`config.mk`:
```
export PLATFORM = sky130hd
export DESIGN_NAME = rfidchk_front
export DESIGN_NICKNAME = d
export VERILOG_FILES = /design/src/rtl/core/rfidchk_pkg.sv /design/src/rtl/core/rfidchk_front.sv
export SDC_FILE = /design/constraint.sdc
export NUM_CORES = 1
export LEC_CHECK = 0
export BUFFER_PORTS_ARGS = -buffer_cell sky130_fd_sc_hd__clkbuf_2
export CAP_MARGIN = 20
export CORE_MARGIN = 1
export CORE_UTILIZATION = 36
export DETAILED_ROUTE_END_ITERATION = 7
export PLACE_DENSITY = 0.69
export SLEW_MARGIN = 30
export SYNTH_ARGS = -nofsm -noshare
export SYNTH_HDL_FRONTEND = slang
export SYNTH_SLANG_ARGS = --single-unit
```
`constraint.sdc`:
```
create_clock -name clk -period 1.9 [get_ports clk]
set_clock_uncertainty 0.1 [all_clocks]
set_input_delay 0.38 -clock clk [delete_from_list [all_inputs] [get_ports clk]]
set_output_delay 0.38 -clock clk [all_outputs]
set_load 0.05 [all_outputs]
```
`src/rtl/core/rfidchk_pkg.sv`:
```
`default_nettype none
package rfidchk_pkg;

  localparam int DATA_CHARS = 10;
  localparam int CNT_W      = $clog2(DATA_CHARS);
  localparam int CHAR_W     = 8;
  localparam int NIB_W      = 4;
  localparam int CODE_W     = 40;

  localparam logic [CHAR_W-1:0] START_BYTE_RESET = 8'h02;

  localparam int APB_ADDR_W = 3;
  localparam int APB_DATA_W = 32;
  localparam logic [0:0] REG_START_BYTE = 1'b0;

  localparam int QUEUE_DEPTH = 4;
  localparam int QPTR_W      = $clog2(QUEUE_DEPTH);
  localparam int QCNT_W      = $clog2(QUEUE_DEPTH + 1);

  typedef enum logic [1:0] {
    PH_HUNT,
    PH_DATA,
    PH_SUM
  } phase_t;

  typedef enum logic [2:0] {
    OP_START,
    OP_DATA_HI,
    OP_DATA_LO,
    OP_SUM_HI,
    OP_SUM_LO
  } cmd_op_t;

  typedef struct packed {
    cmd_op_t          op;
    logic [NIB_W-1:0] nib;
    logic             bad;
  } cmd_t;

  typedef struct packed {
    logic              full;
    logic              empty;
    logic [QCNT_W-1:0] count;
  } queue_status_t;

  // Returns {bad, nibble}. Anything outside '0'..'9' and 'A'..'F' is nibble zero.
  function automatic logic [NIB_W:0] hex_nibble(input logic [CHAR_W-1:0] c);
    logic [CHAR_W-1:0] d;
    d = '0;
    if (c inside {[8'd48:8'd57]}) begin
      d = c - 8'd48;
      return {1'b0, d[NIB_W-1:0]};
    end else if (c inside {[8'd65:8'd70]}) begin
      d = c - 8'd55;
      return {1'b0, d[NIB_W-1:0]};
    end
    return {1'b1, {NIB_W{1'b0}}};
  endfunction

endpackage
`default_nettype wire

```
`src/rtl/core/rfidchk_front.sv`:
```
`default_nettype none
module rfidchk_front (
  input  wire logic                           clk,
  input  wire logic                           rst,
  input  wire logic                           rx_valid,
  output logic                                rx_ready,
  input  wire logic [rfidchk_pkg::CHAR_W-1:0] rx_byte,
  input  wire logic [rfidchk_pkg::CHAR_W-1:0] start_byte,
  input  wire rfidchk_pkg::queue_status_t     q_status,
  output logic                                push,
  output rfidchk_pkg::cmd_t                   push_cmd
);
  import rfidchk_pkg::*;

  phase_t           phase, phase_next;
  logic [CNT_W-1:0] char_count, char_count_next;
  logic             accept;
  logic [NIB_W:0]   conv;

  assign rx_ready = !q_status.full;
  assign accept   = rx_valid && rx_ready;
  assign conv     = hex_nibble(rx_byte);

  always_comb begin
    phase_next      = phase;
    char_count_next = char_count;
    case (phase)
      PH_HUNT: begin
        if (accept && rx_byte == start_byte) begin
          phase_next      = PH_DATA;
          char_count_next = '0;
        end
      end
      PH_DATA: begin
        if (accept) begin
          if (char_count == CNT_W'(DATA_CHARS - 1)) begin
            phase_next      = PH_SUM;
            char_count_next = '0;
          end else begin
            char_count_next = char_count + CNT_W'(1);
          end
        end
      end
      PH_SUM: begin
        if (accept) begin
          if (char_count == '0) begin
            char_count_next = CNT_W'(1);
          end else begin
            phase_next      = PH_HUNT;
            char_count_next = '0;
          end
        end
      end
      default: begin
        phase_next      = PH_HUNT;
        char_count_next = '0;
      end
    endcase
  end

  // Bytes seen while hunting that do not open a frame are dropped here.
  always_comb begin
    push         = 1'b0;
    push_cmd.op  = OP_START;
    push_cmd.nib = conv[NIB_W-1:0];
    push_cmd.bad = conv[NIB_W];
    case (phase)
      PH_HUNT: begin
        push        = accept && rx_byte == start_byte;
        push_cmd.op = OP_START;
      end
      PH_DATA: begin
        push        = accept;
        push_cmd.op = char_count[0] ? OP_DATA_LO : OP_DATA_HI;
      end
      PH_SUM: begin
        push        = accept;
        push_cmd.op = char_count[0] ? OP_SUM_LO : OP_SUM_HI;
      end
      default: begin
        push        = 1'b0;
        push_cmd.op = OP_START;
      end
    endcase
  end

  always_ff @(posedge clk) begin
    if (rst) begin
      phase      <= PH_HUNT;
      char_count <= '0;
    end else begin
      phase      <= phase_next;
      char_count <= char_count_next;
    end
  end

endmodule
`default_nettype wire

```
; ---- After elaboration in Yosys (flattened, before gate mapping)
; Index checks and enable logic that the tools add are counted.
[op_classes]
addsub = 3
n_lt_le_gt_ge = 4
n_eq_ne = 9
mux = 21
n_reduce_logical = 10
[op_table]
columns = op, n
row1 = 4-bit two-way mux, 4
row2 = 5-bit two-way mux, 3
row3 = 2-bit two-way mux, 6
row4 = 4-bit one-hot mux with 3 select lines, 1
row5 = 2-bit != test (second input constant), 5
row6 = 8-bit equality test, 1
row7 = 8-bit by 6-bit >= comparator with 1-bit output (second input constant), 1
row8 = 8-bit by 7-bit >= comparator with 1-bit output (second input constant), 1
row9 = 8-bit by 6-bit <= comparator with 1-bit output (second input constant), 1
row10 = 8-bit by 7-bit <= comparator with 1-bit output (second input constant), 1
row11 = 2-bit one-hot mux with 3 select lines, 1
row12 = 3-bit one-hot mux with 2 select lines, 1
row13 = 5-bit AND reduction, 1
row14 = 4-bit by 1-bit adder with 4-bit output (second input constant), 1
row15 = 4-bit equality test (second input constant), 1
row16 = 1-bit logical AND, 4
row17 = 4-bit zero test, 1
row18 = 4-bit by 1-bit subtractor with 4-bit output (second input constant), 1
row19 = 4-bit by 3-bit subtractor with 4-bit output (second input constant), 1
row20 = 1-bit two-way mux, 3
row21 = 3-bit two-way mux, 1
row22 = 3-bit AND reduction, 1
row23 = 2-bit by 1-bit equality test with 1-bit output (second input constant), 1
row24 = 2-bit equality test (second input constant), 1
row25 = 4 further kinds, 4
[word_totals]
regBits = 6
in_bits = 24
out_inout_bits = 10
elab_cells = 49

; ---- Longest topological paths before layout
[logic_depth]
depth_word = 5
ltp_mapped = 7
mapped_depth_nobuf = 7

; ---- Worst setup path after synthesis
; Ideal clock, no wire load.
[synth_timing]
path_type = input to output
from = input port rx_byte[3] (netlist bit)
to = output port push_cmd[3] (netlist bit)
arrival_time_ns = 2.462
required_time_ns = 1.420
path_slack_ns = -1.042
stages = 4
path_buffers = 0
path_cell_list = or4b_1 nor4_2 nand2_1 o21ai_0
[synth_lines]
columns = element, line
row1 = start: declaration, rfidchk_front.sv:7  ; input wire logic [rfidchk_pkg::CHAR_W-1:0] rx_byte,
row2 = end: declaration, rfidchk_front.sv:11  ; output rfidchk_pkg::cmd_t push_cmd

==> results list <==
- Share of cells above drive strength 1: 56.13%
* Root buffer cell: sky130_fd_sc_hd__clkbuf_4
- Number of warnings reported in the yosys synthesis log: 0
- Adding up every negative setup slack in the final design gives -2.052 ns.
* Post-placement setup slack: -0.6573 ns
- # clock sinks: 6
* IO buf count: 29
- Clock latency on the worst-skew pair, taken at its later pin, is 0.24 ns.
- Compared with the post-synthesis result, the final layout area differs by 91.30%.
- Once detail routing completed, the nets flagged for antenna violations numbered 0.
* Delay of the slowest cell on the worst path: 0.54 ns
* Vertical die dimension: 48.87 um
- Number of iterations in the first detailed-routing pass: 4
* Time the final worst path needs with I/O delays and setup: 2.359 ns
* Termination of the worst setup path: push_cmd[3]
- The number of cells on the worst reg-to-reg path is 7.
* Clock transition at the registers of the reported paths: 0.04 ns
- The worst setup path is launched from a primary input.
* Most repeated cell in the gate-level netlist after synthesis: sky130_fd_sc_hd__ha_1
- After floorplanning, the core was sized to cover 2022 um2.
* Clock tree from TritonCTS: yes
- Reg-to-Reg Start: phase[1]$_SDFFE_PP0P_
- In the global route stage, overall resource usage came out at 22.01%.
- Number of antenna violations at the first check in global routing: 0
* Area share of the largest cell type after synthesis: 18.99%
- Pleak: 0.6576 nW
- Vias per inst: 5.192
- In this run, synthesis produced a sequential element count of 6.
* Die Width: 48.87 um
- Logic depth of the worst setup path including buffers: 7
- Max-cap violations in this run came to 0.
- The number of hold violations in the final report was 0.
* Synthesized instance count: 97
- Dividing the detail-routed wire length by the instance count gives 13.42 um.
- The share of the Yosys chip area taken by registers is 15.19%.
* Maximum fanout count along the critical path: 4
* Full die area: 2388 um2
- Routability-driven placement finished with a final weighted congestion of 0.8588.
* Commonest cells in the netlist: sky130_fd_sc_hd__ha_1, sky130_fd_sc_hd__nand2_1, sky130_fd_sc_hd__inv_1
- Peak clock frequency supported by timing: 423.9 MHz
* PwrDens: 299.6 nW/um2
- In the synthesized netlist the dominant register cell turns out to be sky130_fd_sc_hd__dfxtp_1.
- Average instance area after synthesis: 8.152 um2
* Cell-by-cell listing of the critical path: buf_6 -> or4b_4 -> nor4_4 -> nor2b_2 -> o21ai_2 -> o21ai_4 -> buf_8
* Number of nets in the synthesized netlist: 133
- Floorplan row count: 16
- In this run, post-CTS hold repair placed 0 buffers.
* Post-detail-place hpwl: 1.707 mm
- The netlist uses 35 different library cells.
* IO Pins: 34
- Initial detailed-routing violation count: 11
- Number of antenna repair diodes: 0
- Tcrit/Tclk final: 124.2%
* IR drop worst, VDD: 318.8 uV
- CTS max path bufs: 2
* Final Max Slew Viols: 0
* Synthesized area: 790.8 um2
* Pin slew with the least headroom to its limit: 0.3858 ns
- The endpoint identified for the worst register-to-register timing path is phase[0]$_SDFFE_PP0P_.
- The synthesized design contains 0 enable-type register cells.
* Arrival time at the worst endpoint: 1.88 ns
* Highest-delay cell along the critical path: sky130_fd_sc_hd__or4b_4
* CTS H-Tree Depth: 1
* Via count: 945
- Sorting the synthesized cells by area gives the leading types as sky130_fd_sc_hd__ha_1, sky130_fd_sc_hd__dfxtp_1, sky130_fd_sc_hd__xor2_1.
- In the synthesized netlist the async set-or-reset flop fraction comes to 0%.
- Fin nets: 193
- Violated checks: negative setup slack
- Critical Setup Path Class: in2out
* Unrepaired setup endpoints after global routing: true
- The initial utilization of the core area, before any placement, comes to 39.11%.
- The first global-routing pass estimated 4.057 mm of wire.
* Vias in the first global route: 957
* Data required time at the worst endpoint: 1.42 ns
- TritonCTS Buffers: 3
* Setup-violating endpoint count in the final report: 6
- In this run the worst setup path begins at rx_byte[3].
- Post-Route WL: 2.442 mm
- After detailed routing, the number of remaining DRC violations is 0.
* Library cell with the largest summed area after synthesis: sky130_fd_sc_hd__ha_1
- Cell family with most CP delay: simple AND/OR/NAND/NOR gates
- Kind of end point of the critical path: primary output
- In this run the tightest slew margin relative to its limit is 74.23%.
* Crit path setup slack, layout: -0.4592 ns
* GR Overflow Total: 0
- Worst R2R Setup Slack: 0.09 ns
* Kind of path behind the tightest hold check: in2reg
- The run finished, with violations left.
- Along the worst hold path, the cell count comes to 2.
- Entering global routing, the biggest net connects 8 pins.
* Number of buffer and inverter stages on the critical path: 2
-- how the worst min path moves through the flow --
stage                                          start                         end
after detailed placement  char_count[1]$_SDFFE_PP0P_  char_count[1]$_SDFFE_PP0P_
final                                            rst  char_count[0]$_SDFFE_PP0P_
after floorplan                                  rst  char_count[0]$_SDFFE_PP0P_
after CTS                                        rst  char_count[1]$_SDFFE_PP0P_
after global placement    char_count[1]$_SDFFE_PP0P_  char_count[1]$_SDFFE_PP0P_
after global routing                             rst  char_count[0]$_SDFFE_PP0P_
-- where the power goes --
part | internal (mW) | total (mW) | switching [mW]
Sequential | 0.127 | 0.129 | 0.00203
Clock | 0.0711 | 0.113 | 0.0415
Combinational | 0.103 | 0.212 | 0.108
Total | 0.301 | 0.453 | 0.152
-- metal layers --
layer	vias up	track usage [%]	part of all wire (%)
li1	461	-	-
met4	0	11.76	2.9
met1	435	22.93	37
met3	10	1.869	4.5
met2	39	42.82	55
met5	-	0	0
-- flip-flops by register name (all words and copies together), names as in the netlist --
register / flops
phase: 2
char_count: 4
-- placed cells by master, fill, tap and decap left out, drive strengths merged, types with 2 or more instances in the layout --
| cell | count |
|---|---|
| o21ai | 3 |
| a21oi | 6 |
| xor2 | 7 |
| nand3 | 4 |
| buf | 35 |
| nor3b | 2 |
| nor2b | 3 |
| dfxtp | 6 |
| nand2 | 11 |
| nor4 | 3 |
| or4b | 2 |
| nor2 | 7 |
| and3 | 2 |
| inv | 9 |
| clkbuf | 23 |
| mux2 | 2 |
| ha | 12 |
-- per-stage QoR --
| step | instances | power (mW) | hold slack, ns | utilization [%] | instance area, um2 |
|---|---|---|---|---|---|
| after floorplan | 97 | 0.2228 | 0.3491 | - | 877.1 |
| after global placement | 172 | 0.2972 | 0.3860 | 60.77 | 1229 |
| after detailed placement | 172 | 0.3024 | 0.3855 | 60.77 | 1229 |
| after CTS | 181 | 0.4443 | 0.2893 | 70.92 | 1434 |
| after global routing | 182 | 0.4895 | 0.2913 | 74.81 | 1513 |
| final | 182 | 0.4531 | 0.2971 | 74.81 | 1513 |
-- repair_timing --
item                                    4_1_cts  5_1_grt
pin swaps                                     5        8
gates resized for setup                      30       22
buffers inserted                              6        4
endpoints found under the setup margin        9       10
endpoints found under the hold margin         0        0
-- final cells by class --
cell class                      count  area, um2
Inverter                            9      38.79
Clock buffer                        3      22.52
Multi-Input combinational cell     82      820.8
Fill cell                         151      509.2
Timing Repair Buffer               55      471.7
Sequential cell                     6      125.1
Tap cell                           27      33.78
-- cells by family after synthesis --
logic type / share of synthesized area, %
adders and majority gates: 18.99
xor gates and xnor gates: 8.861
muxes: 4.114
and+or+nand+nor: 32.12
buffers and inverters: 4.272
AOI/OAI and AO/OA: 16.46
DFF: 15.19
(Power assumes the default switching activity.)
